`src/rtl/core/pcbu_pkg.sv`:
```
package pcbu_pkg;

  // Field widths of the stream items.
  localparam int CoordW = 16;
  localparam int SrcW   = 16;
  localparam int DstW   = 8;
  localparam int ByteW  = 8;
  localparam int NumCh  = 4;
  localparam int AlphaCh = 3;

  // Configuration port.
  localparam int AddrW = 5;
  localparam int DataW = 32;
  localparam int IdxW  = 3;

  // Every 0..1 quantity is an integer over 4096*255. A source channel is
  // scaled by 255, a destination byte by 4096, so both land on that scale.
  localparam int OperW    = 25;
  localparam int ProdW    = 2 * OperW;
  localparam int SumW     = ProdW + 1;
  localparam int DstShift = 12;

  localparam logic signed [OperW-1:0] UnitScale = 25'sd1044480;
  localparam logic signed [OperW-1:0] Scale255  = 25'sd255;

  // The full product scale is 65025 * 2^24. Dropping the low 24 bits leaves a
  // value of at most 65025, which is then divided by 255.
  localparam int TermFracW = 24;
  localparam int TermTopW  = 16;
  localparam int QSumW     = TermTopW + 1;
  localparam logic [TermTopW-1:0] TermTop = 16'd65025;
  localparam logic signed [SumW-1:0] TermScale =
      $signed(SumW'({TermTop, {TermFracW{1'b0}}}));

  typedef enum logic [3:0] {
    FacZero      = 4'd0,
    FacOne       = 4'd1,
    FacSrcCol    = 4'd2,
    FacInvSrcCol = 4'd3,
    FacDstCol    = 4'd4,
    FacInvDstCol = 4'd5,
    FacSrcA      = 4'd6,
    FacInvSrcA   = 4'd7,
    FacDstA      = 4'd8,
    FacInvDstA   = 4'd9,
    FacSat       = 4'd10
  } factor_e;

  typedef enum logic [2:0] {
    OpAdd  = 3'd0,
    OpSub  = 3'd1,
    OpRsub = 3'd2,
    OpMin  = 3'd3,
    OpMax  = 3'd4
  } op_e;

  typedef enum logic [IdxW-1:0] {
    RegEnable     = 3'd0,
    RegColorOp    = 3'd1,
    RegAlphaOp    = 3'd2,
    RegSrcColorF  = 3'd3,
    RegDstColorF  = 3'd4,
    RegSrcAlphaF  = 3'd5,
    RegDstAlphaF  = 3'd6
  } reg_idx_e;

  typedef struct packed {
    logic       enable;
    logic [2:0] cop;
    logic [2:0] aop;
    logic [3:0] scf;
    logic [3:0] dcf;
    logic [3:0] saf;
    logic [3:0] daf;
  } cfg_t;

  localparam cfg_t CfgReset = '{
    enable: 1'b0,
    cop:    OpAdd,
    aop:    OpAdd,
    scf:    FacOne,
    dcf:    FacZero,
    saf:    FacOne,
    daf:    FacZero
  };

  // One channel after factor selection.
  typedef struct packed {
    logic signed [OperW-1:0] s;
    logic signed [OperW-1:0] d;
    logic signed [OperW-1:0] sf;
    logic signed [OperW-1:0] df;
    logic [2:0]              op;
  } lane_t;

  // Load enables of the stages behind factor selection.
  typedef struct packed {
    logic mul;
    logic op;
    logic out;
  } stage_en_t;

endpackage

```
`src/rtl/core/pcbu_blend_lane.sv`:
```
module pcbu_blend_lane (
  input  logic                        clk_i,
  input  pcbu_pkg::stage_en_t         en_i,
  input  pcbu_pkg::lane_t             lane_i,
  output logic [pcbu_pkg::ByteW-1:0]  pix_o
);

  logic signed [pcbu_pkg::ProdW-1:0] a_d, a_q;
  logic signed [pcbu_pkg::ProdW-1:0] b_d, b_q;
  logic [2:0]                        op_q;
  logic signed [pcbu_pkg::SumW-1:0]  a_x, b_x;
  logic signed [pcbu_pkg::SumW-1:0]  v_d, v_q;
  logic [pcbu_pkg::TermTopW-1:0]     top_c;
  logic [pcbu_pkg::QSumW-1:0]        qsum_c;
  logic [pcbu_pkg::ByteW-1:0]        pix_d, pix_q;

  // Multiply stage: source and destination terms.
  assign a_d = pcbu_pkg::ProdW'(lane_i.s) * pcbu_pkg::ProdW'(lane_i.sf);
  assign b_d = pcbu_pkg::ProdW'(lane_i.d) * pcbu_pkg::ProdW'(lane_i.df);

  // Operation stage.
  assign a_x = pcbu_pkg::SumW'(a_q);
  assign b_x = pcbu_pkg::SumW'(b_q);

  always_comb begin
    case (op_q)
      pcbu_pkg::OpSub:  v_d = a_x - b_x;
      pcbu_pkg::OpRsub: v_d = b_x - a_x;
      pcbu_pkg::OpMin:  v_d = (a_x < b_x) ? a_x : b_x;
      pcbu_pkg::OpMax:  v_d = (a_x > b_x) ? a_x : b_x;
      default:          v_d = a_x + b_x;
    endcase
  end

  // Output stage: clamp to 0..1, keep the top bits, then divide by 255 with
  // the usual add-high-byte correction, exact for values up to 255*255.
  always_comb begin
    if (v_q < 0) begin
      top_c = '0;
    end else if (v_q > pcbu_pkg::TermScale) begin
      top_c = pcbu_pkg::TermTop;
    end else begin
      top_c = v_q[pcbu_pkg::TermFracW +: pcbu_pkg::TermTopW];
    end
    qsum_c = pcbu_pkg::QSumW'(top_c)
           + pcbu_pkg::QSumW'(top_c[pcbu_pkg::TermTopW-1:pcbu_pkg::ByteW])
           + pcbu_pkg::QSumW'(1);
    pix_d  = qsum_c[pcbu_pkg::ByteW +: pcbu_pkg::ByteW];
  end

  always_ff @(posedge clk_i) begin
    if (en_i.mul) begin
      a_q  <= a_d;
      b_q  <= b_d;
      op_q <= lane_i.op;
    end
    if (en_i.op) begin
      v_q <= v_d;
    end
    if (en_i.out) begin
      pix_q <= pix_d;
    end
  end

  assign pix_o = pix_q;

endmodule

```
`config.mk`:
```
export PLATFORM = sky130hd
export DESIGN_NAME = pcbu_blend_lane
export DESIGN_NICKNAME = d
export VERILOG_FILES = /design/src/rtl/core/pcbu_pkg.sv /design/src/rtl/core/pcbu_blend_lane.sv
export SDC_FILE = /design/constraint.sdc
export NUM_CORES = 2
export LEC_CHECK = 0
export ABC_AREA = 1
export ABC_CLOCK_PERIOD_IN_PS = 9700
export BUFFER_PORTS_ARGS = -buffer_cell sky130_fd_sc_hd__buf_2
export CELL_PAD_IN_SITES_DETAIL_PLACEMENT = 0
export CELL_PAD_IN_SITES_GLOBAL_PLACEMENT = 1
export CORE_AREA = 2 2 365 367
export DETAILED_ROUTE_END_ITERATION = 8
export DIE_AREA = 0 0 367 369
export HOLD_SLACK_MARGIN = 0.12
export MAX_ROUTING_LAYER = met4
export PLACE_DENSITY_LB_ADDON = 0.1
export SYNTH_ARGS = -nofsm -noshare
export SYNTH_HDL_FRONTEND = slang
export SYNTH_SLANG_ARGS = --single-unit
```
`constraint.sdc`:
```
create_clock -name clk_i -period 9.7 [get_ports clk_i]
set_clock_uncertainty 0.1 [all_clocks]
set_input_delay 1.94 -clock clk_i [delete_from_list [all_inputs] [get_ports clk_i]]
set_output_delay 1.94 -clock clk_i [all_outputs]
set_load 0.1 [all_outputs]
```
# Word level (Yosys, flattened, before mapping)
# Index checks and enable logic that the tools add are counted.
# W data, S select, Z words.
# classes
eq_ne	4
mul	2
n_mux	5
n_lt_le_gt_ge	4
n_addsub	5
# op_table
op	n
$pmux W51 S4	1
$mux W51	2
$sub A50 B50 Y51	2
$mul A25 B25 Y50	2
$add A50 B50 Y51	1
$gt A51 B41 Y1 const B	1
$lt A51 B1 Y1 const B	1
$gt A50 B50 Y1	1
$lt A50 B50 Y1	1
$mux W16	2
$add A16 B1 Y16 const B	1
$add A16 B8 Y16	1
$eq A3 B2 Y1 const B	2
$eq A3 B1 Y1 const B	1
$eq A3 B3 Y1 const B	1
# word_totals
out_inout_bits	8
elab_cells	25
inputBits	107
regBits	162

# Logic depth before layout (Yosys ltp)
# logic_depth
depth_word	5
mapped_depth	31
depth_no_buf	29

# Least setup slack after synthesis
# Ideal clock, no wire load.
# synth_path
kind	input port to flip-flop
startpoint	input lane_i[77] (netlist name)
endpoint	register b_q[49] (netlist name), data pin
path_stages	25
arrival_ns	8.128
path_slack_ns	1.219
setup_time_ns	0.253
n_path_buf	2
required_time_ns	9.347
cell_sequence	clkbuf_1 > clkbuf_1 > nand2_1 > inv_1 > fa_1 > fa_1 > inv_1 > fa_1 > inv_1 > fa_1 > inv_1 > fa_1 > fa_1 > inv_1 > fa_1 > ha_1 > nand2_1 > nor3_1 > nand2_1 > nor2_1 > inv_1 > nor3_1 > a21oi_1 > nor2_1 > nor2_1
# synth_between
elab_chain_cells	1
# synth_rtl
item	line_no	text
from (decl)	pcbu_blend_lane.sv:4	input pcbu_pkg::lane_t lane_i,
$mul A25 B25 Y50	pcbu_blend_lane.sv:19	assign b_d = pcbu_pkg::ProdW'(lane_i.d) * pcbu_pkg::ProdW'(lane_i.df);
via b_d (one bit)	pcbu_blend_lane.sv:9	logic signed [pcbu_pkg::ProdW-1:0] b_d, b_q;
to (signal assigned)	pcbu_blend_lane.sv:54	b_q <= b_d;
to (decl)	pcbu_blend_lane.sv:9	
# The timed path passes the listed nets, and every way through them passes these cells.
# A chain may end at the register's enable or synchronous reset.

# Worst setup path in the final report
# layout_path
startpoint	input lane_i[38] (netlist name)
endpoint	register a_q[43] (netlist name), data pin
# layout_between
elab_chain_cells	1
# layout_rtl
item	line_no	text
$mul A25 B25 Y50	pcbu_blend_lane.sv:18	assign a_d = pcbu_pkg::ProdW'(lane_i.s) * pcbu_pkg::ProdW'(lane_i.sf);
via a_d (one bit)	pcbu_blend_lane.sv:8	logic signed [pcbu_pkg::ProdW-1:0] a_d, a_q;
to (signal assigned)	pcbu_blend_lane.sv:53	a_q <= a_d;
to (decl)	pcbu_blend_lane.sv:8	
# The timed path passes the listed nets, and every way through them passes these cells.

==> flow_summary.json <==
{
  "yosysTopAreaCell": "fa_1",
  "place_congestion": 1.012,
  "hold_viol_final": 0,
  "area_growth_pct": 3.901,
  "endpoint_kind": "flop",
  "cp_slowest_cell": "fa_1",
  "hold_buffers": 0,
  "root_buffer": "clkbuf_16",
  "port_buffers": 114,
  "grt_pass1_wl_mm": 341.3,
  "ys_async_sr_fraction": 0,
  "postCtsSetupRepairBufs": 0,
  "synth_top_area_share": 0.4037,
  "relSlewSlack": 0.2672,
  "avgSynthCellArea_um2": 7.441,
  "grt_util_met3": 0.03238,
  "die_area_mm2": 0.1354,
  "ios": 115,
  "numCtsBuffers": 17,
  "crit_chain": "buf_2, nand2_1, fa_1, inv_1, fa_1, fa_1, fa_1, fa_1, fa_1, fa_1, ha_1, nand2_1, nor2_1, inv_1, nor3_1, nand3_1, nand4_1, xor2_1",
  "tightest_slew_ns": 1.098,
  "drt_iter0_drc": 4817,
  "htreeDepth": 4,
  "cts_tree": "built",
  "post_drt_wl_per_cell_um": 20.97,
  "crit_arrival_ns": 9.42,
  "grt_setup_unrepaired": "false",
  "fin_util": 0.5179,
  "syn_nets": 10599,
  "cts_resized": 0,
  "max_stage_delay_ns": 0.87,
  "clock_path_buffers": 2,
  "wl_mm": 218.1,
  "via_per_inst": 5.318,
  "netlist_area_mm2": 0.06537,
  "yosysSeqAreaShare": 0.07442,
  "grt.met1_usage": 0.4673,
  "clk_latency_ns": 0.51,
  "grt_pass1_vias": 57487,
  "nNetsFinal": 10444,
  "route.detailed.drc": 0,
  "cpMostUsedCell": "fa_1",
  "drv_slew": 0,
  "fp.dieW_um": 367,
  "start_kind": "input port",
  "dr.pass1.iters": 6,
  "critPathKind": "input port to flop",
  "drive_above_1_share": 0.03136,
  "period_share": 0.9531,
  "antenna_found_initial": 4,
  "clk_pin_slew_worst_paths_ns": 0.08,
  "yosys-top-cells-area": "fa_1, inv_1, nand2_1, ha_1, edfxtp_1",
  "crit_family": "adder cells",
  "outcome": "complete, no violations",
  "dp_cells": 10365,
  "ys_seq_elements": 162,
  "multi_input_area_mm2": 0.05009,
  "synth_warnings": 0,
  "clock_sinks": 162,
  "fin_crit_ns": 9.245,
  "grt_use_total": 0.3399,
  "synth_ff_type": "edfxtp_1",
  "overflow": 0,
  "clock.fmax_mhz": 108.2,
  "met2_usage": 0.5353,
  "start_util": 0.4985,
  "rows": 133,
  "seq_area_mm2": 0.004865,
  "dp_hpwl_mm": 185.5,
  "worstPathRequired_ns": 9.88,
  "fillers": 13274,
  "synth.distinct_cells": 47,
  "ant_nets": 0,
  "min_path_type": "flop to flop",
  "synth_edf_count": 162,
  "grt.busiest_layer": "met2",
  "cp_max_fo": 25,
  "fin_cells": 10402,
  "die_h_um": 369,
  "finalSetupViolCount": 0,
  "vias": 55317,
  "grt_max_degree": 70,
  "drv_cap": 0,
  "core_mm2": 0.1311,
  "path_buf_inv": 3,
  "syn-instance-count": 8784
}
[path summary, 6_finish.rpt]
kind | from | endpoint | slack [ns] | cells past startpoint
worst max-delay path | lane_i[38] | a_q[43]$_DFFE_PP_ | 0.45 | 18
worst min-delay path | v_q[32]$_DFFE_PP_ | pix_o[0]$_DFFE_PP_ | 0.80 | 3
worst max register to register | op_q[1]$_DFFE_PP_ | v_q[42]$_DFFE_PP_ | 4.17 | 22
worst min register to register | v_q[32]$_DFFE_PP_ | pix_o[0]$_DFFE_PP_ | 0.80 | 3
[cells in the mapped netlist, drive strengths merged (52+ instances only)]
master	number
edfxtp	162
nor2	563
a21oi	288
nand2	2116
nor3	52
xor2	138
o21ai	182
inv	2410
ha	390
nand4	160
fa	1318
clkbuf	334
nand3	380
[cell type report]
cell class / count / area share
Antenna cell: 5 / 0.0001842
Multi-Input combinational cell: 5853 / 0.7375
Timing Repair Buffer: 183 / 0.01606
Inverter: 2412 / 0.1333
Tap cell: 1755 / 0.03233
Clock buffer: 17 / 0.006264
Clock inverter: 15 / 0.002671
Sequential cell: 162 / 0.07163
[through the flow]
step                instance area, um^2  setup TNS, ns  hold slack (ns)  setup slack (ns)
finish                            67920              0           0.7994            0.4546
global route                      67910              0           0.8144            0.2425
CTS                               67900              0           0.7948            0.5988
detailed placement                67300              0           0.7827           0.08902
global placement                  67300       -0.02574           0.7637          -0.02574
floorplan                         65370              0           0.5011             1.219
[state kept, by name, summed over array words and instances, names as in the netlist]
name and flops:
a_q 50, b_q 50, op_q 3, pix_o 8, v_q 51
[layer usage]
metal,part of all wire,vias up
met5,0,-
met4,0.033,0
met2,0.46,2035
met3,0.062,334
met1,0.44,27510
li1,-,25438
[worst min-delay path, cell delays in order (launching register included)]
cell and delay (ns):
edfxtp_1 0.48, nand3_1 0.19, nand2_1 0.07, nand2_1 0.06
[cells by family after synthesis]
group,count (synthesis),share of synthesized area
AND/OR/NAND/NOR,3341,0.2100
buffers and inverters,2769,0.1597
adder cells (fa/ha/maj),1708,0.4783
AO/OA/AOI/OAI,621,0.05306
XOR/XNOR,183,0.02452
flip-flops,162,0.07442
[cell usage in the layout, fill, tap and decap left out, types with 6 or more instances in the layout]
cell type / count
inv_1: 2406
nand2_1: 2113
fa_1: 1318
nor2_1: 555
ha_1: 390
nand3_1: 377
a21oi_1: 287
o21ai_0: 178
edfxtp_1: 162
nand4_1: 160
xor2_1: 138
buf_2: 113
buf_4: 70
o21bai_1: 51
nor3_1: 49
xnor2_1: 45
or2_2: 33
a21o_1: 28
a31oi_1: 25
clkbuf_16: 17
a21boi_0: 15
nor4_1: 14
nand3b_1: 13
o211ai_1: 10
o21a_1: 10
nor2_2: 6
Power is not shown: default switching activity piles up to over one toggle a cycle in this logic, so the estimate is an artifact.
