**src/rtl/core/pcbu_pkg.sv**
```systemverilog
package pcbu_pkg;

  // Field widths of the stream items.
  localparam int CoordW = 16;
  localparam int SrcW   = 16;
  localparam int DstW   = 8;
  localparam int ByteW  = 8;
  localparam int NumCh  = 4;
  localparam int AlphaCh = 3;

  // Configuration port.
  localparam int AddrW = 5;
  localparam int DataW = 32;
  localparam int IdxW  = 3;

  // Every 0..1 quantity is an integer over 4096*255. A source channel is
  // scaled by 255, a destination byte by 4096, so both land on that scale.
  localparam int OperW    = 25;
  localparam int ProdW    = 2 * OperW;
  localparam int SumW     = ProdW + 1;
  localparam int DstShift = 12;

  localparam logic signed [OperW-1:0] UnitScale = 25'sd1044480;
  localparam logic signed [OperW-1:0] Scale255  = 25'sd255;

  // The full product scale is 65025 * 2^24. Dropping the low 24 bits leaves a
  // value of at most 65025, which is then divided by 255.
  localparam int TermFracW = 24;
  localparam int TermTopW  = 16;
  localparam int QSumW     = TermTopW + 1;
  localparam logic [TermTopW-1:0] TermTop = 16'd65025;
  localparam logic signed [SumW-1:0] TermScale =
      $signed(SumW'({TermTop, {TermFracW{1'b0}}}));

  typedef enum logic [3:0] {
    FacZero      = 4'd0,
    FacOne       = 4'd1,
    FacSrcCol    = 4'd2,
    FacInvSrcCol = 4'd3,
    FacDstCol    = 4'd4,
    FacInvDstCol = 4'd5,
    FacSrcA      = 4'd6,
    FacInvSrcA   = 4'd7,
    FacDstA      = 4'd8,
    FacInvDstA   = 4'd9,
    FacSat       = 4'd10
  } factor_e;

  typedef enum logic [2:0] {
    OpAdd  = 3'd0,
    OpSub  = 3'd1,
    OpRsub = 3'd2,
    OpMin  = 3'd3,
    OpMax  = 3'd4
  } op_e;

  typedef enum logic [IdxW-1:0] {
    RegEnable     = 3'd0,
    RegColorOp    = 3'd1,
    RegAlphaOp    = 3'd2,
    RegSrcColorF  = 3'd3,
    RegDstColorF  = 3'd4,
    RegSrcAlphaF  = 3'd5,
    RegDstAlphaF  = 3'd6
  } reg_idx_e;

  typedef struct packed {
    logic       enable;
    logic [2:0] cop;
    logic [2:0] aop;
    logic [3:0] scf;
    logic [3:0] dcf;
    logic [3:0] saf;
    logic [3:0] daf;
  } cfg_t;

  localparam cfg_t CfgReset = '{
    enable: 1'b0,
    cop:    OpAdd,
    aop:    OpAdd,
    scf:    FacOne,
    dcf:    FacZero,
    saf:    FacOne,
    daf:    FacZero
  };

  // One channel after factor selection.
  typedef struct packed {
    logic signed [OperW-1:0] s;
    logic signed [OperW-1:0] d;
    logic signed [OperW-1:0] sf;
    logic signed [OperW-1:0] df;
    logic [2:0]              op;
  } lane_t;

  // Load enables of the stages behind factor selection.
  typedef struct packed {
    logic mul;
    logic op;
    logic out;
  } stage_en_t;

endpackage

```
**src/rtl/core/pcbu_factor_sel.sv**
```systemverilog
module pcbu_factor_sel (
  input  logic                                 clk_i,
  input  logic                                 en_i,
  input  pcbu_pkg::cfg_t                       cfg_i,
  input  logic signed [pcbu_pkg::SrcW-1:0]     src_i [pcbu_pkg::NumCh],
  input  logic        [pcbu_pkg::DstW-1:0]     dst_i [pcbu_pkg::NumCh],
  output pcbu_pkg::lane_t                      lane_o [pcbu_pkg::NumCh]
);

  logic signed [pcbu_pkg::OperW-1:0] s_c [pcbu_pkg::NumCh];
  logic signed [pcbu_pkg::OperW-1:0] d_c [pcbu_pkg::NumCh];
  pcbu_pkg::lane_t lane_d [pcbu_pkg::NumCh];
  pcbu_pkg::lane_t lane_q [pcbu_pkg::NumCh];

  function automatic logic signed [pcbu_pkg::OperW-1:0] pick(
    input logic [3:0]                        kind,
    input logic                              is_alpha,
    input logic signed [pcbu_pkg::OperW-1:0] s_ch,
    input logic signed [pcbu_pkg::OperW-1:0] d_ch,
    input logic signed [pcbu_pkg::OperW-1:0] s_a,
    input logic signed [pcbu_pkg::OperW-1:0] d_a
  );
    logic signed [pcbu_pkg::OperW-1:0] inv_da;
    logic signed [pcbu_pkg::OperW-1:0] sat;
    inv_da = pcbu_pkg::UnitScale - d_a;
    sat    = (s_a < inv_da) ? s_a : inv_da;
    case (kind)
      pcbu_pkg::FacOne:       pick = pcbu_pkg::UnitScale;
      pcbu_pkg::FacSrcCol:    pick = s_ch;
      pcbu_pkg::FacInvSrcCol: pick = pcbu_pkg::UnitScale - s_ch;
      pcbu_pkg::FacDstCol:    pick = d_ch;
      pcbu_pkg::FacInvDstCol: pick = pcbu_pkg::UnitScale - d_ch;
      pcbu_pkg::FacSrcA:      pick = s_a;
      pcbu_pkg::FacInvSrcA:   pick = pcbu_pkg::UnitScale - s_a;
      pcbu_pkg::FacDstA:      pick = d_a;
      pcbu_pkg::FacInvDstA:   pick = inv_da;
      // Alpha saturate leaves the alpha channel at full weight.
      pcbu_pkg::FacSat:       pick = is_alpha ? pcbu_pkg::UnitScale : sat;
      default:                pick = '0;
    endcase
  endfunction

  always_comb begin
    for (int ch = 0; ch < pcbu_pkg::NumCh; ch++) begin
      s_c[ch] = pcbu_pkg::OperW'(src_i[ch]) * pcbu_pkg::Scale255;
      d_c[ch] = pcbu_pkg::OperW'({dst_i[ch], {pcbu_pkg::DstShift{1'b0}}});
    end
  end

  always_comb begin
    for (int ch = 0; ch < pcbu_pkg::NumCh; ch++) begin
      lane_d[ch].s = s_c[ch];
      lane_d[ch].d = d_c[ch];
      if (!cfg_i.enable) begin
        // Pass-through is the same as one times source plus zero.
        lane_d[ch].sf = pcbu_pkg::UnitScale;
        lane_d[ch].df = '0;
        lane_d[ch].op = pcbu_pkg::OpAdd;
      end else if (ch == pcbu_pkg::AlphaCh) begin
        lane_d[ch].sf = pick(cfg_i.saf, 1'b1, s_c[ch], d_c[ch],
                             s_c[pcbu_pkg::AlphaCh], d_c[pcbu_pkg::AlphaCh]);
        lane_d[ch].df = pick(cfg_i.daf, 1'b1, s_c[ch], d_c[ch],
                             s_c[pcbu_pkg::AlphaCh], d_c[pcbu_pkg::AlphaCh]);
        lane_d[ch].op = cfg_i.aop;
      end else begin
        lane_d[ch].sf = pick(cfg_i.scf, 1'b0, s_c[ch], d_c[ch],
                             s_c[pcbu_pkg::AlphaCh], d_c[pcbu_pkg::AlphaCh]);
        lane_d[ch].df = pick(cfg_i.dcf, 1'b0, s_c[ch], d_c[ch],
                             s_c[pcbu_pkg::AlphaCh], d_c[pcbu_pkg::AlphaCh]);
        lane_d[ch].op = cfg_i.cop;
      end
    end
  end

  always_ff @(posedge clk_i) begin
    if (en_i) begin
      lane_q <= lane_d;
    end
  end

  assign lane_o = lane_q;

endmodule

```
**config.mk**
```make
export PLATFORM = sky130hd
export DESIGN_NAME = pcbu_factor_sel
export DESIGN_NICKNAME = d
export VERILOG_FILES = /design/src/rtl/core/pcbu_pkg.sv /design/src/rtl/core/pcbu_factor_sel.sv
export SDC_FILE = /design/constraint.sdc
export NUM_CORES = 1
export LEC_CHECK = 0
export BUFFER_PORTS_ARGS = -buffer_cell sky130_fd_sc_hd__buf_2
export CORE_MARGIN = 5
export CORE_UTILIZATION = 35
export DETAILED_ROUTE_END_ITERATION = 10
export GPL_ROUTABILITY_DRIVEN = 0
export MAX_ROUTING_LAYER = met4
export SKIP_CTS_REPAIR_TIMING = 1
export SLEW_MARGIN = 20
export SYNTH_ARGS = -nofsm -noshare
export SYNTH_HDL_FRONTEND = slang
export SYNTH_SLANG_ARGS = --single-unit
```
**constraint.sdc**
```tcl
create_clock -name clk_i -period 21 [get_ports clk_i]
set_clock_uncertainty 0.15 [all_clocks]
set_input_delay 3.15 -clock clk_i [delete_from_list [all_inputs] [get_ports clk_i]]
set_output_delay 3.15 -clock clk_i [all_outputs]
set_load 0.03 [all_outputs]
```
=== Yosys cells after proc, flatten, opt, wreduce, memory -nomap -nowiden ===
Cells that the tools add are included.
Widths: inputs -> output; s select.

* Bits in registers: 338
* Input port bits: 121
* Output and inout port bits: 412
* Word-level logic and storage cells: 90

* $add $sub $neg: 8
* $mul: 4
* Order comparisons: 1
* Eq/ne operators: 40
* Muxes and demuxes: 9
* Reductions and logical operators: 10

{| class="wikitable"
|+ Operators by type and width
! cell !! count
|-
| $pmux 25 s10 || 6
|-
| $pmux 25 s5 || 2
|-
| $mul 16x9->25 const B || 4
|-
| $sub 21x25->25 const A || 4
|-
| $sub 20x20->21 const A || 4
|-
| $eq 4x3->1 const B || 16
|-
| $eq 4x4->1 const B || 12
|-
| $eq 4x2->1 const B || 8
|-
| $lt 25x25->1 || 1
|-
| $mux 25 || 1
|-
| $reduce_or 2->1 || 10
|-
| $eq 4x1->1 const B || 4
|}

=== Longest topological paths before layout ===
Gate-level depths: netlist of the first run.

* Depth in word-level cells: 4
* Gate-level depth with buffers: 31
* Mapped depth without buffers: 30

=== Worst setup path after synthesis of the first run ===
OpenSTA, ideal clock, no wires.

* Path type: in2reg
* Start point: input src_i[14] (netlist bit)
* End point: register lane_q (netlist bit lane_o[224]), data pin
* Library setup time: 0.271 ns
* Arrival: 9.710 ns
* Data required time: 20.579 ns
* Slack: 10.869 ns
* Stages on the path: 29
* Path buffers: 4
* Path through: clkbuf_1 > inv_1 > ha_1 > xnor2_1 > fa_1 > fa_1 > inv_1 > fa_1 > inv_1 > ha_1 > clkbuf_1 > a211o_1 > a21oi_1 > a21oi_1 > and4_1 > a2111oi_4 > xor2_2 > inv_1 > buf_2 > nor4_1 > nand4_1 > ha_1 > clkbuf_1 > a31oi_1 > o22a_1 > nor2_1 > a211oi_1 > o211a_1 > o22ai_1

{| class="wikitable"
|+ RTL lines
! item !! RTL line !! RTL
|-
| from (decl) || pcbu_factor_sel.sv:5 || <nowiki>input logic signed [pcbu_pkg::SrcW-1:0] src_i [pcbu_pkg::NumCh],</nowiki>
|-
| to (signal assigned) || pcbu_factor_sel.sv:77 || <nowiki>lane_q <= lane_d;</nowiki>
|-
| to (decl) || pcbu_factor_sel.sv:13 || <nowiki>pcbu_pkg::lane_t lane_q [pcbu_pkg::NumCh];</nowiki>
|}

==> flow_metrics.py, run 1 <==
metrics = {
    "min_path": {
        "holdPathEnd": "lane_o[273]$_DFFE_PP_",
        "min_path_cells": 1,
        "worstHoldStart": "dst_i[18]",
        "hp-class": "input port to flop",
    },
    "placement": {
        "hpwlAfterDp_um": 98900,
        "numPortBuffers": 464,
    },
    "clock_network": {
        "cts_buffers": 43,
        "clock_path_buffers": 3,
        "cts_sinks": 338,
        "cts_tree": "built",
        "htreeDepth": 2,
        "cts_root_buffer": "clkbuf_16",
        "clk_pin_slew_ns": 0.06,
    },
    "logic_synthesis": {
        "yosys_warnings": 0,
        "async_reset_ff_share_pct": 0,
        "synth_top_area_cell": "edfxtp_1",
        "synth.distinct_cells": 109,
        "synth_top_cell_area_share_pct": 29.6,
        "synth_area_per_cell_sq_um": 9.54,
        "syn_inst": 3590,
        "yosysSeqAreaShare_pct": 29.6,
        "netlist_top_cells_area": "edfxtp_1 (30%), fa_1 (17%), ha_1 (8.3%)",
        "synth-seq-cells": 338,
        "ys.flop_type": "edfxtp_1",
        "netlist_area_sq_um": 34300,
        "synth_edf_count": 338,
    },
    "route": {
        "drc_errors": 0,
        "vias_per_cell": 5.32,
        "wire_per_inst_um": 23.6,
        "totalWireLength_um": 125000,
        "drt_first_pass_iters": 6,
        "final_antenna_net_count": 0,
        "vias": 28200,
        "drt_iter0_markers": 2683,
    },
    "global_route": {
        "grt_max_degree": 141,
        "overflow": 0,
        "grt_pass1_wl_um": 181000,
        "track_usage_pct": 23.9,
        "antenna_found_initial": 21,
        "first_global_vias": 27800,
    },
    "sta": {
        "setup_viol": 0,
        "hold_viol": 0,
        "tightest_slew_ns": 1.17,
        "drv_slew": 0,
        "period_share_pct": 52.8,
        "fmax_mhz": 90.3,
        "max_slew_margin_pct": 21.8,
        "fin_crit_ns": 11.08,
        "rsz0062_at_grt": "no",
        "tns_ns": 0,
    },
    "die": {
        "rows": 114,
        "design.die.area_sq_um": 104000,
        "die_y_um": 323,
        "initial_core_util_pct": 35.4,
        "design.portCount": 533,
        "core_sq_um": 96900,
        "die_x_um": 323,
    },
    "finish": {
        "area_delta_synth_final_pct": 14.1,
        "final_common_cell": "inv_1",
        "fin_nets": 4621,
        "most-common-layout-cells": "inv_1 (581), buf_2 (463), edfxtp_1 (338)",
        "drive_above_1_share_pct": 16.4,
        "largest_reg_flops": 338,
    },
    "run": {
        "maxCapViolCount": 0,
    },
    "setup_path": {
        "cpPeakStageDelay_ns": 0.90,
        "startpoint_type": "input port",
        "crit_type": "input port to flop",
        "critPathCaptureType": "flop",
        "critPathArrivalTime_ns": 11.22,
        "startpoint": "src_i[7]",
        "crit_required_ns": 21.14,
        "crit_fanout": 18,
        "slowest_stage": "a221oi_1",
    },
    "status": {
        "run_status": "finished clean",
    },
}
[worst max-delay path, delay by kind of cell]
kind | cells | cell delay [ns]
AO/OA/AOI/OAI | 10 | 2.51
XOR/XNOR | 1 | 0.73
adder cells (fa/ha/maj) | 7 | 3.37
buffers and inverters | 7 | 0.93
AND/OR/NAND/NOR | 4 | 0.51
[cells by family (layout without fill, tap and decap cells)]
family                     after synthesis  count (layout)  synth area share [%]
AOI/OAI and AO/OA                      794             794                  15.8
buffers and inverters                  805            1160                  9.77
adders and majority gates              520             520                  25.4
xor gates and xnor gates               252             252                  6.61
and+or+nand+nor                        865             865                  12.4
DFF                                    338             338                  29.6
muxes                                   15              15                 0.438
other                                    1              85                0.0109
[cells in the mapped netlist (13+ instances only)]
cell and count:
a211o_1 26, a211oi_1 33, a21o_1 32, a21oi_1 229
a221oi_1 29, a31oi_1 22, and2_1 31, and3_1 28
buf_2 13, buf_4 74, clkbuf_1 117, edfxtp_1 338
fa_1 291, ha_1 228, inv_1 581, mux2i_1 15
nand2_1 290, nand2b_1 29, nand3_1 43, nand4_1 26
nor2_1 204, nor2b_1 17, nor3_1 53, nor4_1 20
o211ai_1 53, o21a_1 26, o21ai_0 147, o21ai_1 25
o22ai_1 16, o31ai_1 26, or2_2 20, or3_1 39
xnor2_1 189, xor2_1 57
[through the flow]
stage	worst slack (ns)	std cells	utilization (%)	cell area, sq um	hold slack, ns
floorplan	10.87	3657	-	34500	3.10
global placement	9.44	5212	38.8	37600	3.24
detailed placement	9.48	5212	38.9	37600	3.25
CTS	10.11	5288	40.3	39000	2.60
global route	9.49	5299	40.3	39100	2.62
finish	9.92	5305	40.3	39100	2.65
[area by class of cell]
class                           count  area [sq um]
Multi-Input combinational cell   2514         21100
Sequential cell                   338         10100
Tap cell                         1276          1600
Clock buffer                       51          1110
Timing Repair Buffer              499          2610
Fill cell                        9655         57800
Inverter                          585          2200
Clock inverter                     25           275
Antenna cell                       17          42.5
[metal layers]
layer	GRT usage, %	vias to the layer above	wire length (um)
met2	37.9	1350	57300
met3	5.57	204	11600
met4	8.71	0	5140
met5	-	-	0
li1	-	13000	-
met1	30.2	13700	50800
[worst max-delay path by stage]
stage | end | slack, ns | depth (start not counted)
6_report | lane_o[118]$_SDFFCE_PN0P_ | 9.92 | 29
5_1_grt | lane_o[118]$_SDFFCE_PN0P_ | 9.49 | 29
4_1_cts | lane_o[118]$_SDFFCE_PN0P_ | 10.11 | 29
3_5_place_dp | lane_o[118]$_SDFFCE_PN0P_ | 9.48 | 29
3_3_place_gp | lane_o[227]$_SDFFCE_PN0P_ | 9.44 | 29
2_1_floorplan | lane_o[224]$_SDFFCE_PN0P_ | 10.87 | 29
Power of run 1 is not shown: default switching activity piles up to over one toggle a cycle in this logic, so the estimate is an artifact.
==> run 2, diff against run 1 <==
==> constraint.sdc (replaced) <==
create_clock -name clk_i -period 10.91 [get_ports clk_i]
set_clock_uncertainty 0.15 [all_clocks]
set_input_delay 1.6365 -clock clk_i [delete_from_list [all_inputs] [get_ports clk_i]]
set_output_delay 1.6365 -clock clk_i [all_outputs]
set_load 0.03 [all_outputs]
==> flow_metrics.py, run 2 (same netlist as run 1, synthesis figures left out) <==
metrics = {
    "status": {
        "run_status": "finished clean",
    },
    "clock_network": {
        "htreeDepth": 2,
        "clk_pin_slew_ns": 0.07,
        "cts_sinks": 338,
        "cts_buffers": 45,
        "cts_tree": "built",
        "cts_root_buffer": "clkbuf_16",
        "clock_path_buffers": 3,
    },
    "global_route": {
        "grt_pass1_wl_um": 183000,
        "grt_max_degree": 163,
        "first_global_vias": 27600,
        "grt_util_met3_pct": 4.65,
        "grt.busiest_layer": "met2",
        "track_usage_pct": 24.2,
        "grtUsageMet1_pct": 31.9,
        "antenna_found_initial": 13,
        "met2_usage_pct": 37.1,
        "overflow": 0,
    },
    "setup_path": {
        "critPathCaptureType": "flop",
        "startpoint": "src_i[15]",
        "crit_fanout": 19,
        "critPathArrivalTime_ns": 9.61,
        "startpoint_type": "input port",
        "crit_type": "input port to flop",
        "crit_required_ns": 11.09,
    },
    "finish": {
        "nFillCells": 9567,
        "final_area_sq_um": 39100,
        "largest_reg_flops": 338,
        "most-common-layout-cells": "inv_1 (581), buf_2 (464), edfxtp_1 (338)",
        "layout.cells.non_filler": 5303,
        "final_common_cell": "inv_1",
        "area_delta_synth_final_pct": 14.2,
        "drive_above_1_share_pct": 16.4,
        "fin_nets": 4625,
    },
    "die": {
        "die_x_um": 323,
        "die_y_um": 323,
        "design.die.area_sq_um": 104000,
        "rows": 114,
        "core_sq_um": 96900,
        "design.portCount": 533,
        "initial_core_util_pct": 35.4,
    },
    "sta": {
        "setup_viol": 0,
        "fmax_mhz": 106,
        "tightest_slew_ns": 1.20,
        "fin_crit_ns": 9.43,
        "rsz0062_at_grt": "no",
        "tns_ns": 0,
        "hold_viol": 0,
        "period_share_pct": 86.4,
        "drv_slew": 0,
        "max_slew_margin_pct": 18.7,
    },
    "route": {
        "drc_errors": 0,
        "drt_iter0_markers": 2818,
        "totalWireLength_um": 126000,
        "drt_first_pass_iters": 5,
        "wire_per_inst_um": 23.8,
        "vias": 28500,
        "final_antenna_net_count": 0,
        "vias_per_cell": 5.37,
    },
    "placement": {
        "placed_area_sq_um": 37600,
        "numPortBuffers": 464,
        "placed_cells": 5214,
        "hpwlAfterDp_um": 100000,
    },
    "run": {
        "maxCapViolCount": 0,
    },
    "min_path": {
        "worstHoldStart": "dst_i[15]",
        "hp-class": "input port to flop",
    },
}
run 2: metal layers:
metal	wire length, um	vias to the layer above
met4	5970	0
met5	0	-
met2	56600	1420
met3	11600	247
met1	52200	13800
li1	-	13000
run 2: area by class of cell:
type | instances | area (sq um) | share of cell area [%]
clock buffers | 53 | 1160 | 2.96
diodes | 8 | 20.0 | 0.0512
flip-flops and latches | 338 | 10100 | 26.0
inverters | 585 | 2200 | 5.62
repair buffers | 501 | 2620 | 6.70
well taps | 1276 | 1600 | 4.08
clock inverters | 28 | 313 | 0.800
multi-input cells | 2514 | 21000 | 53.8
run 2: final timing paths:
check,end,slack (ns),cells after the start
min,lane_o[175]$_DFFE_PP_,1.14,1
max,lane_o[257]$_SDFFCE_PN0P_,1.48,25
run 2: worst max-delay path: stages:
cell and delay, ns:
buf_2 0.34, inv_1 0.18, fa_1 0.42, inv_1 0.16, fa_1 0.48, fa_1 0.55
inv_1 0.05, fa_1 0.47, inv_1 0.04, ha_1 0.39, a211o_1 0.33, a21oi_1 0.23
a21oi_1 0.17, and4_1 0.26, a2111oi_4 0.32, xor2_2 0.43, inv_1 0.31, nor4_1 0.36
nand4_1 0.13, ha_1 0.58, o21ai_0 0.18, nand3_1 0.49, nor2_1 0.08, o31ai_1 0.82
o211ai_1 0.19
run 2: metrics by stage:
stage | utilization (%) | hold WS [ns] | setup slack (ns)
after floorplan | - | 1.59 | 2.29
after global placement | 38.8 | 1.77 | 1.08
after detailed placement | 38.8 | 1.78 | 0.897
after CTS | 40.3 | 1.10 | 1.57
after global routing | 40.4 | 1.13 | 0.997
final | 40.4 | 1.14 | 1.48
Power of run 2 is left out for the same reason.
