## src/rtl/core/pcbu_pkg.sv

```systemverilog
package pcbu_pkg;

  // Field widths of the stream items.
  localparam int CoordW = 16;
  localparam int SrcW   = 16;
  localparam int DstW   = 8;
  localparam int ByteW  = 8;
  localparam int NumCh  = 4;
  localparam int AlphaCh = 3;

  // Configuration port.
  localparam int AddrW = 5;
  localparam int DataW = 32;
  localparam int IdxW  = 3;

  // Every 0..1 quantity is an integer over 4096*255. A source channel is
  // scaled by 255, a destination byte by 4096, so both land on that scale.
  localparam int OperW    = 25;
  localparam int ProdW    = 2 * OperW;
  localparam int SumW     = ProdW + 1;
  localparam int DstShift = 12;

  localparam logic signed [OperW-1:0] UnitScale = 25'sd1044480;
  localparam logic signed [OperW-1:0] Scale255  = 25'sd255;

  // The full product scale is 65025 * 2^24. Dropping the low 24 bits leaves a
  // value of at most 65025, which is then divided by 255.
  localparam int TermFracW = 24;
  localparam int TermTopW  = 16;
  localparam int QSumW     = TermTopW + 1;
  localparam logic [TermTopW-1:0] TermTop = 16'd65025;
  localparam logic signed [SumW-1:0] TermScale =
      $signed(SumW'({TermTop, {TermFracW{1'b0}}}));

  typedef enum logic [3:0] {
    FacZero      = 4'd0,
    FacOne       = 4'd1,
    FacSrcCol    = 4'd2,
    FacInvSrcCol = 4'd3,
    FacDstCol    = 4'd4,
    FacInvDstCol = 4'd5,
    FacSrcA      = 4'd6,
    FacInvSrcA   = 4'd7,
    FacDstA      = 4'd8,
    FacInvDstA   = 4'd9,
    FacSat       = 4'd10
  } factor_e;

  typedef enum logic [2:0] {
    OpAdd  = 3'd0,
    OpSub  = 3'd1,
    OpRsub = 3'd2,
    OpMin  = 3'd3,
    OpMax  = 3'd4
  } op_e;

  typedef enum logic [IdxW-1:0] {
    RegEnable     = 3'd0,
    RegColorOp    = 3'd1,
    RegAlphaOp    = 3'd2,
    RegSrcColorF  = 3'd3,
    RegDstColorF  = 3'd4,
    RegSrcAlphaF  = 3'd5,
    RegDstAlphaF  = 3'd6
  } reg_idx_e;

  typedef struct packed {
    logic       enable;
    logic [2:0] cop;
    logic [2:0] aop;
    logic [3:0] scf;
    logic [3:0] dcf;
    logic [3:0] saf;
    logic [3:0] daf;
  } cfg_t;

  localparam cfg_t CfgReset = '{
    enable: 1'b0,
    cop:    OpAdd,
    aop:    OpAdd,
    scf:    FacOne,
    dcf:    FacZero,
    saf:    FacOne,
    daf:    FacZero
  };

  // One channel after factor selection.
  typedef struct packed {
    logic signed [OperW-1:0] s;
    logic signed [OperW-1:0] d;
    logic signed [OperW-1:0] sf;
    logic signed [OperW-1:0] df;
    logic [2:0]              op;
  } lane_t;

  // Load enables of the stages behind factor selection.
  typedef struct packed {
    logic mul;
    logic op;
    logic out;
  } stage_en_t;

endpackage

```

## src/rtl/core/pcbu_cfg_regs.sv

```systemverilog
module pcbu_cfg_regs (
  input  logic                        clk_i,
  input  logic                        rst_ni,
  input  logic                        psel,
  input  logic                        penable,
  input  logic                        pwrite,
  input  logic [pcbu_pkg::AddrW-1:0]  paddr,
  input  logic [pcbu_pkg::DataW-1:0]  pwdata,
  output logic [pcbu_pkg::DataW-1:0]  prdata,
  output logic                        pready,
  output pcbu_pkg::cfg_t              cfg_o
);

  pcbu_pkg::cfg_t cfg_d, cfg_q;
  logic [pcbu_pkg::IdxW-1:0] idx;
  logic wr_en;

  assign idx    = paddr[pcbu_pkg::AddrW-1:2];
  assign wr_en  = psel & penable & pwrite;
  assign pready = 1'b1;
  assign cfg_o  = cfg_q;

  always_comb begin
    cfg_d = cfg_q;
    if (wr_en) begin
      case (idx)
        pcbu_pkg::RegEnable:    cfg_d.enable = pwdata[0];
        pcbu_pkg::RegColorOp:   cfg_d.cop    = pwdata[2:0];
        pcbu_pkg::RegAlphaOp:   cfg_d.aop    = pwdata[2:0];
        pcbu_pkg::RegSrcColorF: cfg_d.scf    = pwdata[3:0];
        pcbu_pkg::RegDstColorF: cfg_d.dcf    = pwdata[3:0];
        pcbu_pkg::RegSrcAlphaF: cfg_d.saf    = pwdata[3:0];
        pcbu_pkg::RegDstAlphaF: cfg_d.daf    = pwdata[3:0];
        default:                cfg_d        = cfg_q;
      endcase
    end
  end

  always_comb begin
    case (idx)
      pcbu_pkg::RegEnable:    prdata = pcbu_pkg::DataW'(cfg_q.enable);
      pcbu_pkg::RegColorOp:   prdata = pcbu_pkg::DataW'(cfg_q.cop);
      pcbu_pkg::RegAlphaOp:   prdata = pcbu_pkg::DataW'(cfg_q.aop);
      pcbu_pkg::RegSrcColorF: prdata = pcbu_pkg::DataW'(cfg_q.scf);
      pcbu_pkg::RegDstColorF: prdata = pcbu_pkg::DataW'(cfg_q.dcf);
      pcbu_pkg::RegSrcAlphaF: prdata = pcbu_pkg::DataW'(cfg_q.saf);
      pcbu_pkg::RegDstAlphaF: prdata = pcbu_pkg::DataW'(cfg_q.daf);
      default:                prdata = '0;
    endcase
  end

  always_ff @(posedge clk_i or negedge rst_ni) begin
    if (!rst_ni) begin
      cfg_q <= pcbu_pkg::CfgReset;
    end else begin
      cfg_q <= cfg_d;
    end
  end

endmodule

```

## config.mk

```make
export PLATFORM = sky130hd
export DESIGN_NAME = pcbu_cfg_regs
export DESIGN_NICKNAME = d
export VERILOG_FILES = /design/src/rtl/core/pcbu_pkg.sv /design/src/rtl/core/pcbu_cfg_regs.sv
export SDC_FILE = /design/constraint.sdc
export NUM_CORES = 1
export LEC_CHECK = 0
export BUFFER_PORTS_ARGS = -buffer_cell sky130_fd_sc_hd__buf_2
export CAP_MARGIN = 20
export CORE_MARGIN = 2
export CORE_UTILIZATION = 35
export CTS_CLUSTER_SIZE = 14
export DETAILED_ROUTE_END_ITERATION = 16
export PLACE_DENSITY = 0.84
export SETUP_SLACK_MARGIN = 0.5
export SLEW_MARGIN = 20
export SYNTH_ARGS = -nofsm -noshare
export SYNTH_HDL_FRONTEND = slang
export SYNTH_SLANG_ARGS = --single-unit
```

## constraint.sdc

```tcl
create_clock -name clk_i -period 1.4 [get_ports clk_i]
set_clock_uncertainty 0.15 [all_clocks]
set_input_delay 0.28 -clock clk_i [delete_from_list [all_inputs] [get_ports clk_i]]
set_output_delay 0.28 -clock clk_i [all_outputs]
set_load 0.005 [all_outputs]
```

## Word-level counts from Yosys, hierarchy flattened

Cells that the tools add are included.

| cells by class | value |
|---|---|
| eq/ne operators | 6 |
| mux-type cells | 1 |
| bitwise gates (word level) | 2 |
| reduce and logical (&&, ||, !) cells | 8 |

Operator list:

| kind | number |
|---|---|
| case mux 4 bit (7 select lines) | 1 |
| AND reduction 2 bit | 7 |
| == test 3 bit (second input constant) | 3 |
| == test 3 x 2 -> 1 bit (second input constant) | 2 |
| == test 3 x 1 -> 1 bit (second input constant) | 1 |
| logical NOT 3 bit | 1 |
| bitwise AND 1 bit | 2 |

| word-level totals | value |
|---|---|
| register bits after elaboration | 23 |

## Depth between registers and ports, before layout

Gate-level depths: netlist of the first run.

| depth | value |
|---|---|
| word-level depth | 3 |
| mapped depth | 4 |
| gate-level depth less buffers | 3 |

## Least setup slack after synthesis of the first run

Ideal clock, no wire load.

| path | value |
|---|---|
| path type | input-to-output |
| from | input paddr[3] (netlist name) |
| to | output prdata[2] (netlist name) |
| arrival time | 1.099 ns |
| setup slack | -0.129 ns |
| stages | 4 |
| path buffers | 1 |
| path through | buf_4 mux2_2 a221oi_1 a21oi_1 |

| between the ends | value |
|---|---|
| longest elaborated chain between the ends | 2 |

RTL lines:

| item | line | source |
|---|---|---|
| start, declared | pcbu_cfg_regs.sv:7 | `input logic [pcbu_pkg::AddrW-1:0] paddr,` |
| == test 3 bit (tied with other cells) | pcbu_cfg_regs.sv:40 | `case (idx)` |
| case mux 4 bit (7 select lines) * | pcbu_cfg_regs.sv:40 |  |
| end, declared | pcbu_cfg_regs.sv:9 | `output logic [pcbu_pkg::DataW-1:0] prdata,` |

Mark *: on every way between the ends. The rest lies on a longest branch, timed or not.

## Final worst setup path of the first run

| path | value |
|---|---|
| from | register cfg_q (netlist bit cfg_o[2]) |
| to | output prdata[2] (netlist name) |

| between the ends | value |
|---|---|
| longest elaborated chain between the ends | 1 |

RTL lines:

| item | line | source |
|---|---|---|
| start, declared | pcbu_cfg_regs.sv:14 | `pcbu_pkg::cfg_t cfg_d, cfg_q;` |
| start signal, assigned | pcbu_cfg_regs.sv:54 | `cfg_q <= pcbu_pkg::CfgReset;` |
| start signal, assigned | pcbu_cfg_regs.sv:56 | `cfg_q <= cfg_d;` |
| case mux 4 bit (7 select lines) | pcbu_cfg_regs.sv:40 |  |

No other way between the ends.

==> results of run 1 <==
[metrics by stage]
step | TNS, ns | power (mW)
floorplan | -0.405 | 1.30
global placement | -5.83 | 1.52
detailed placement | -6.17 | 1.54
CTS | -1.51 | 2.13
global route | -2.10 | 2.37
finish | -1.69 | 2.25
[Yosys cell counts (2+ instances only)]
master and n:
dfrtp_1 21, buf_4 32, mux2i_1 7, mux2_2 21
nand2b_1 3, nand3_1 2, nor2_1 5, conb_1 2
dfstp_2 2, mux2_4 3, nand2_1 3, inv_1 3
[power by group]
group	internal, mW	switching (mW)
Combinational	0.622	0.311
Clock	0.203	0.199
Sequential	0.803	0.110
[layout make-up]
| class | instances | area (µm²) |
|---|---|---|
| flip-flops and latches | 23 | 578 |
| repair buffers | 76 | 679 |
| fillers | 289 | 1500 |
| clock buffers | 4 | 45.0 |
| inverters | 3 | 11.3 |
| well taps | 48 | 60.1 |
| multi-input cells | 86 | 813 |
[worst register-to-register path: stages (launching register included)]
cell and delay, ns:
dfrtp_1 0.39, buf_4 0.14, buf_6 0.10, buf_6 0.10, buf_6 0.10, mux2_2 0.24
[logic make-up (layout without fill, tap and decap cells)]
kind of cell	Yosys count	count (layout)	synth area share, %
AO/OA/AOI/OAI	7	7	3.86
other	2	29	0.552
AND/OR/NAND/NOR	18	18	7.08
flip-flops	23	23	42.5
multiplexers	32	32	27.5
buffers and inverters	35	83	18.5
[what timing repair did]
action,in CTS,in global routing
pin swaps,5,4
gates resized for setup,42,11
hold endpoints to repair,21,21
cloned,1,0
setup endpoints to repair,50,50
setup buffers,8,9
[per-layer routing]
layer	track usage (%)	vias up	part of all wire [%]
li1	-	501	-
met1	19.3	538	39
met2	31.6	49	56
met3	3.07	2	5.1
met4	4.34	0	0.38
met5	0	-	0
[worst paths after layout]
kind,depth (start not counted),to,start,slack (ns)
worst max-delay path,4,prdata[2],cfg_o[2],-0.44
worst min-delay path,1,cfg_o[14],rst_ni,-0.16
worst max register to register,5,cfg_o[10],cfg_o[10],0.07
worst min register to register,1,cfg_o[14],cfg_o[14],0.39
max in group asynchronous,1,cfg_o[12],rst_ni,0.90
min in group clk_i,2,cfg_o[11],pwdata[3],0.15
==> results.toml, run 1 <==
[floorplanning]
die_x_um = 66.3
initial_core_util_pct = 36.9
fp.coreArea_um2 = 3690
die_h_um = 66.3
fp-row-count = 22
fp.dieArea_um2 = 4400
ios = 98

[layout]
final_cell_area_um2 = 2190
syn_to_final_growth_pct = 60.8
largest_register_ffs = 23
final_cell_mix = "buf_6, conb_1, buf_2, mux2_4, dfrtp_1"
final_cells = 240
n_antenna_cell = 0
drive_gt1_share_pct = 63.0
fin_util_pct = 59.3
layout.cells.most_common = "buf_6"
nets = 235

[sta]
fin_ws_ns = -0.440
finalCritPeriodShare_pct = 131
clock.fmax_ghz = 0.544
hold_viol = 21
relSlewSlack_pct = 65.6
finalCriticalPeriod_ns = 1.84
drv_slew = 0
rsz0062_at_grt = "true"
holdWs_ns = -0.165
setup_violations = 10
worst_slew_pin_slew_ns = 0.516

[grt]
grt-ovfl-total = 0
grt_usage_pct = 16.8
grt_pass1_wl_um = 5470
grt_pass1_vias = 1074
antenna_found_initial = 0
grt_max_degree = 24

[cts]
clock_path_buffers = 2
h-tree-depth = 1
clockRootBuffer = "clkbuf_8"
tritoncts = "built"
cts_buffers = 3
insertion_delay_ns = 0.25
clock-sinks = 23
clk_pin_slew_ns = 0.08

[placement]
routabilityCongestion = 0.807
postPlaceCellArea_um2 = 1740
io_buffers = 38
dp.cells = 218
dpl.hpwl_um = 2320
pre_cts_ws_ns = -0.317

[setup_path]
cp.arrival_ns = 1.41
slowest_stage = "dfrtp_1"
crit_chain = "mux2_4 > a221oi_4 > a21oi_2 > buf_2"
cp_max_fo = 2
critical_path_required_ns = 0.97
crit_family = "flip-flops"
worst_setup_path_start_kind = "flop"
path_buf_inv = 1
end_kind = "output pin"
path_class = "flop to output pin"
cp_slowest_stage_delay_ns = 0.40

[power]
leakage_nw = 1.13
power.density_nw_per_um2 = 1030
peakVddDrop_uv = 480

[synthesis]
yosysTopAreaCellShare_pct = 38.6
ys_warn_count = 0
async_flop_share_pct = 100
synth-edff-count = 0
yosysTopAreaCell = "dfrtp_1"
synth-main-ff-cell = "dfrtp_1"
synth_seq_cells = 23
synth.area.top_cells = "dfrtp_1, buf_4, mux2_2, mux2i_1, dfstp_2"
syn_area_per_cell_um2 = 11.6
ys_seq_area_share_pct = 42.5
yosysUniqueCellTypes = 25
synth_area_um2 = 1360
syn_inst = 117

[job]
drv_cap = 0

[route]
routed-via-count = 1090
initialDrtViolationCount = 48
drc = 0
ant_nets = 0
post_drt_wl_per_cell_um = 15.3
viasPerCell = 4.54
dr.pass1.iters = 4
drt_wl_total_um = 3680

[run_status]
run_status = "complete, but fails checks"
violations = "hold timing, setup timing"

[worst_hold_path]
min_path_type = "input port to async pin"
Power figures use the tool's default switching activity.
==> run 2, diff against run 1 <==
- GPL_TIMING_DRIVEN: not set -> 0
==> run 2 against run 1 <==
Global-route usage down 1.5 points. Largest cell class unchanged. Clock power up 5.7%. Worst hold slack worse by 0.019 ns. The flow still finishes with violations (hold timing, setup timing). Sequential power is essentially flat. Sequential cell count unchanged. Fmax rose by 0.24%. Via count fell by 5.0%. Non-clock buffer count up 4. Combinational power down 14%. Core utilization down 1.6 points. Highest routed layer unchanged. Total power down 5.0%.
==> results.toml, run 2 (synthesis results as in run 1) <==
[run_status]
run_status = "complete, but fails checks"
violations = "hold timing, setup timing"

[grt]
grt-ovfl-total = 0
grt_usage_pct = 15.3
antenna_found_initial = 0
grt_pass1_vias = 991
grt_max_degree = 24
grt_pass1_wl_um = 5010

[sta]
setup_violations = 5
clock.fmax_ghz = 0.545
finalCritPeriodShare_pct = 131
tns_ns = -1.32
finalCriticalPeriod_ns = 1.84
fin_ws_ns = -0.435
rsz0062_at_grt = "true"
hold_viol = 21
relSlewSlack_pct = 65.2
worst_slew_pin_slew_ns = 0.522
drv_slew = 0
holdWs_ns = -0.183

[floorplanning]
initial_core_util_pct = 36.9
fp.coreArea_um2 = 3690
die_h_um = 66.3
ios = 98
fp.dieArea_um2 = 4400
die_x_um = 66.3
fp-row-count = 22

[route]
viasPerCell = 4.24
top_layer_used = "met4"
wirelength_met1_um = 1370
met3_length_um = 176
initialDrtViolationCount = 17
routed-via-count = 1035
ant_nets = 0
post_drt_wl_per_cell_um = 13.1
drt_wl_total_um = 3210
drc = 0
dr_wl_met2_um = 1630
dr.pass1.iters = 3

[setup_path]
end_kind = "output pin"
cp_slowest_stage_delay_ns = 0.40
regToRegStartpoint = "cfg_o[2]"
path_buf_inv = 1
path_class = "flop to output pin"
cp.arrival_ns = 1.41
reg2reg_setup_slack_ns = 0.24
cp_max_fo = 2
crit_chain = "mux2_4 > a221oi_2 > a21oi_1 > buf_2"
crit_family = "flip-flops"
r2r_cells = 3
worstReg2RegEnd = "cfg_o[2]"
worst_setup_path_start_kind = "flop"
critical_path_required_ns = 0.97
slowest_stage = "dfrtp_1"

[layout]
layout.cells.most_common = "buf_4"
final_cell_mix = "buf_4, conb_1, buf_2, mux2_4, dfrtp_1"
nFillCells = 336
final_cells = 244
syn_to_final_growth_pct = 56.5
largest_register_ffs = 23
nets = 239
final_cell_area_um2 = 2130
drive_gt1_share_pct = 63.8
n_antenna_cell = 0

[cts]
clockRootBuffer = "clkbuf_8"
insertion_delay_ns = 0.28
cts_buffers = 3
tritoncts = "built"
clock_path_buffers = 2
clk_pin_slew_ns = 0.09
clock-sinks = 23
h-tree-depth = 1

[job]
drv_cap = 0

[placement]
postPlaceCellArea_um2 = 1850
dp.cells = 230
dpl.hpwl_um = 2360
routabilityCongestion = 0.784
pre_cts_ws_ns = -0.346
io_buffers = 38

[power]
leakage_nw = 1.14
peakVddDrop_uv = 492
power_mw = 2.13
power.density_nw_per_um2 = 1000

[worst_hold_path]
min_path_type = "input port to async pin"
==> run 2: cell types whose count changed in the layout (fill, tap and decap cells not counted) <==
cell,change
buf_4,+15
mux2_2,-1
a21oi_2,-1
buf_6,-15
clkinv_2,+1
clkbuf_1,-1
a221oi_2,+1
buf_16,-1
a221oi_4,-1
buf_8,+1
buf_2,+4
mux2_4,+1
a21oi_1,+1
==> run 2: layout make-up <==
class / instances / area (µm²) / share of cell area [%]
clock inverter: 1 / 5.00 / 0.235
timing repair buffer: 48 / 358 / 16.8
clock buffer: 3 / 41.3 / 1.94
inverter: 3 / 11.3 / 0.529
sequential: 23 / 578 / 27.2
buffer: 32 / 273 / 12.8
tap: 48 / 60.1 / 2.82
multi-input combinational: 86 / 802 / 37.7
==> run 2: metal layers <==
metal,global-route usage (%),up-vias
met5,0,-
met4,4.59,0
met3,4.43,5
met2,25.1,36
met1,19.5,489
li1,-,505
==> run 2: what timing repair did <==
action | CTS | global route
setup buffers | 7 | 3
gates resized for setup | 28 | 6
hold endpoints to repair | 21 | 21
setup endpoints to repair | 50 | 50
pin swaps | 8 | 3
==> run 2: worst max-delay path by stage <==
stage                           end  slack, ns  startpoint  depth (start not counted)
after floorplan           prdata[1]      -0.07    paddr[2]                          4
after global placement    prdata[2]      -0.35    paddr[3]                          6
after detailed placement  prdata[2]      -0.35    paddr[3]                          6
after CTS                 prdata[2]      -0.42   cfg_o[10]                          4
after global routing      prdata[1]      -0.46    cfg_o[5]                          4
final                     prdata[2]      -0.44   cfg_o[10]                          4
==> run 2: metrics by stage <==
stage / hold WS [ns] / utilization, %
floorplan: -0.166 / -
CTS: -0.169 / 56.3
finish: -0.183 / 57.7
global route: -0.143 / 57.7
detailed placement: 0.134 / 50.3
global placement: 0.122 / 50.3
==> run 2: power breakdown <==
part / leakage, nW / switching, mW / total [mW] / internal (mW)
registers: 0.289 / 0.107 / 0.910 / 0.803
clock network: 0.0255 / 0.225 / 0.425 / 0.200
logic: 0.826 / 0.268 / 0.799 / 0.531
total: 1.14 / 0.600 / 2.13 / 1.53
==> run 3, diff against run 2 <==
--- a/constraint.sdc
+++ b/constraint.sdc
@@ -4,2 +4,2 @@
 set_output_delay 0.28 -clock clk_i [all_outputs]
-set_load 0.005 [all_outputs]
+set_load 0.01 [all_outputs]
==> run 3 against run 2 <==
The flow still finishes with violations (hold timing, setup timing). Clock-buffer cell count up 1. Global-route usage grew 0.066 points. Sequential power is essentially flat. Fmax up 1.4%. Non-clock buffer count is 8 higher. Largest cell class unchanged. Critical path type unchanged. Cell count is 3.3% higher. Core utilization is 2.4 points higher.
==> results.toml, run 3 (synthesis results as in run 1) <==
[run_status]
run_status = "complete, but fails checks"
violations = "hold timing, setup timing"

[cts]
insertion_delay_ns = 0.26
clock-sinks = 23
tritoncts = "built"
clockRootBuffer = "clkbuf_8"
clock_path_buffers = 2
cts_buffers = 3
clk_pin_slew_ns = 0.08
h-tree-depth = 1

[floorplanning]
fp.dieArea_um2 = 4400
fp.coreArea_um2 = 3690
initial_core_util_pct = 36.9
die_h_um = 66.3
fp-row-count = 22
die_x_um = 66.3
ios = 98

[grt]
grt_usage_pct = 15.4
antenna_found_initial = 0
grt_max_degree = 24
grt-ovfl-total = 0
grt_pass1_vias = 1009
grt_pass1_wl_um = 5060

[route]
initialDrtViolationCount = 25
viasPerCell = 4.37
drt_wl_total_um = 3430
ant_nets = 0
drc = 0
post_drt_wl_per_cell_um = 13.6
routed-via-count = 1100
dr.pass1.iters = 4

[setup_path]
regToRegStartpoint = "cfg_o[10]"
worstReg2RegEnd = "cfg_o[10]"
path_class = "flop to output pin"
r2r_cells = 3
cp.arrival_ns = 1.38
worst_setup_path_start_kind = "flop"
critical_path_required_ns = 0.97
reg2reg_setup_slack_ns = 0.26
end_kind = "output pin"
cp_max_fo = 2

[worst_hold_path]
min_path_type = "input port to async pin"

[power]
power.share.switching_pct = 29.7
peakVddDrop_uv = 697
power_mw = 2.26
p_clk_share_pct = 17.8
p_switching_uw = 673
seqPwrFrac_pct = 40.3
pwr-share-comb_pct = 41.9
power.density_nw_per_um2 = 1020
p_int_mw = 1.59
leakage_nw = 1.18

[sta]
finalCritPeriodShare_pct = 129
worst_slew_pin_slew_ns = 0.515
fin_ws_ns = -0.410
tns_ns = -1.43
relSlewSlack_pct = 65.7
rsz0062_at_grt = "true"
drv_slew = 0
hold_viol = 21
clock.fmax_ghz = 0.553
setup_violations = 8
holdWs_ns = -0.168
finalCriticalPeriod_ns = 1.81

[layout]
n_antenna_cell = 0
final_cell_mix = "buf_4, conb_1, buf_2, mux2_4, dfrtp_1"
layout.cells.most_common = "buf_4"
syn_to_final_growth_pct = 63.1
drive_gt1_share_pct = 66.2
nFillCells = 321
nets = 247
largest_register_ffs = 23

[placement]
routabilityCongestion = 0.762
io_buffers = 38
dpl.hpwl_um = 2340

[job]
drv_cap = 0
## run 3: cell count changes in the layout (fill, tap and decap cells not counted), sizes merged
cell and delta:
buf +8, clkbuf +1, clkinv -1
## run 3: stage by stage
step           utilization (%)  setup WS [ns]  cells  cell area [µm²]
2_1_floorplan                -        -0.0922    144             1610
3_3_place_gp              50.5         -0.367    230             1860
3_5_place_dp              50.5         -0.381    230             1860
4_1_cts                   57.2         -0.428    243             2110
5_1_grt                   60.1         -0.455    252             2220
6_report                  60.1         -0.410    252             2220
## run 3: area by class of cell
class | instances | area [µm²] | area share (%)
clock buffer | 4 | 45.0 | 2.03
tap | 48 | 60.1 | 2.71
buffer | 32 | 269 | 12.1
multi-input combinational | 86 | 817 | 36.8
inverter | 3 | 11.3 | 0.508
timing repair buffer | 56 | 438 | 19.7
sequential | 23 | 578 | 26.1
## run 3: worst max path at each step
stage	from	end	slack, ns
after detailed placement	paddr[3]	prdata[2]	-0.38
after CTS	cfg_o[10]	prdata[2]	-0.43
after global routing	cfg_o[12]	prdata[0]	-0.46
after global placement	paddr[3]	prdata[2]	-0.37
final	cfg_o[10]	prdata[2]	-0.41
after floorplan	paddr[2]	prdata[1]	-0.09
## run 3: critical path, stage by stage (launching register included)
cell,delay [ns]
dfrtp_1,0.38
mux2_4,0.28
a221oi_2,0.26
a21oi_2,0.06
buf_2,0.14
## run 3: timing repair
action,in CTS,in global routing
buffers inserted,9,9
pin swaps,7,6
hold endpoints to repair,21,21
setup endpoints to repair,50,50
gates resized for setup,29,9
## run 3: power groups by stage
| stage | logic [mW] | registers (mW) | clock network, mW |
|---|---|---|---|
| global placement | 0.688 | 0.917 | 0 |
| detailed placement | 0.702 | 0.922 | 0 |
| global route | 1.02 | 0.928 | 0.436 |
| floorplan | 0.407 | 0.970 | 0 |
| finish | 0.949 | 0.912 | 0.404 |
| CTS | 0.841 | 0.909 | 0.408 |
## run 3: metal layers
metal	track usage, %	vias to the layer above	wire length (µm)
li1	-	519	-
met1	20.0	535	1520
met2	26.0	42	1700
met3	3.75	4	183
met4	3.06	0	31
met5	0	-	0
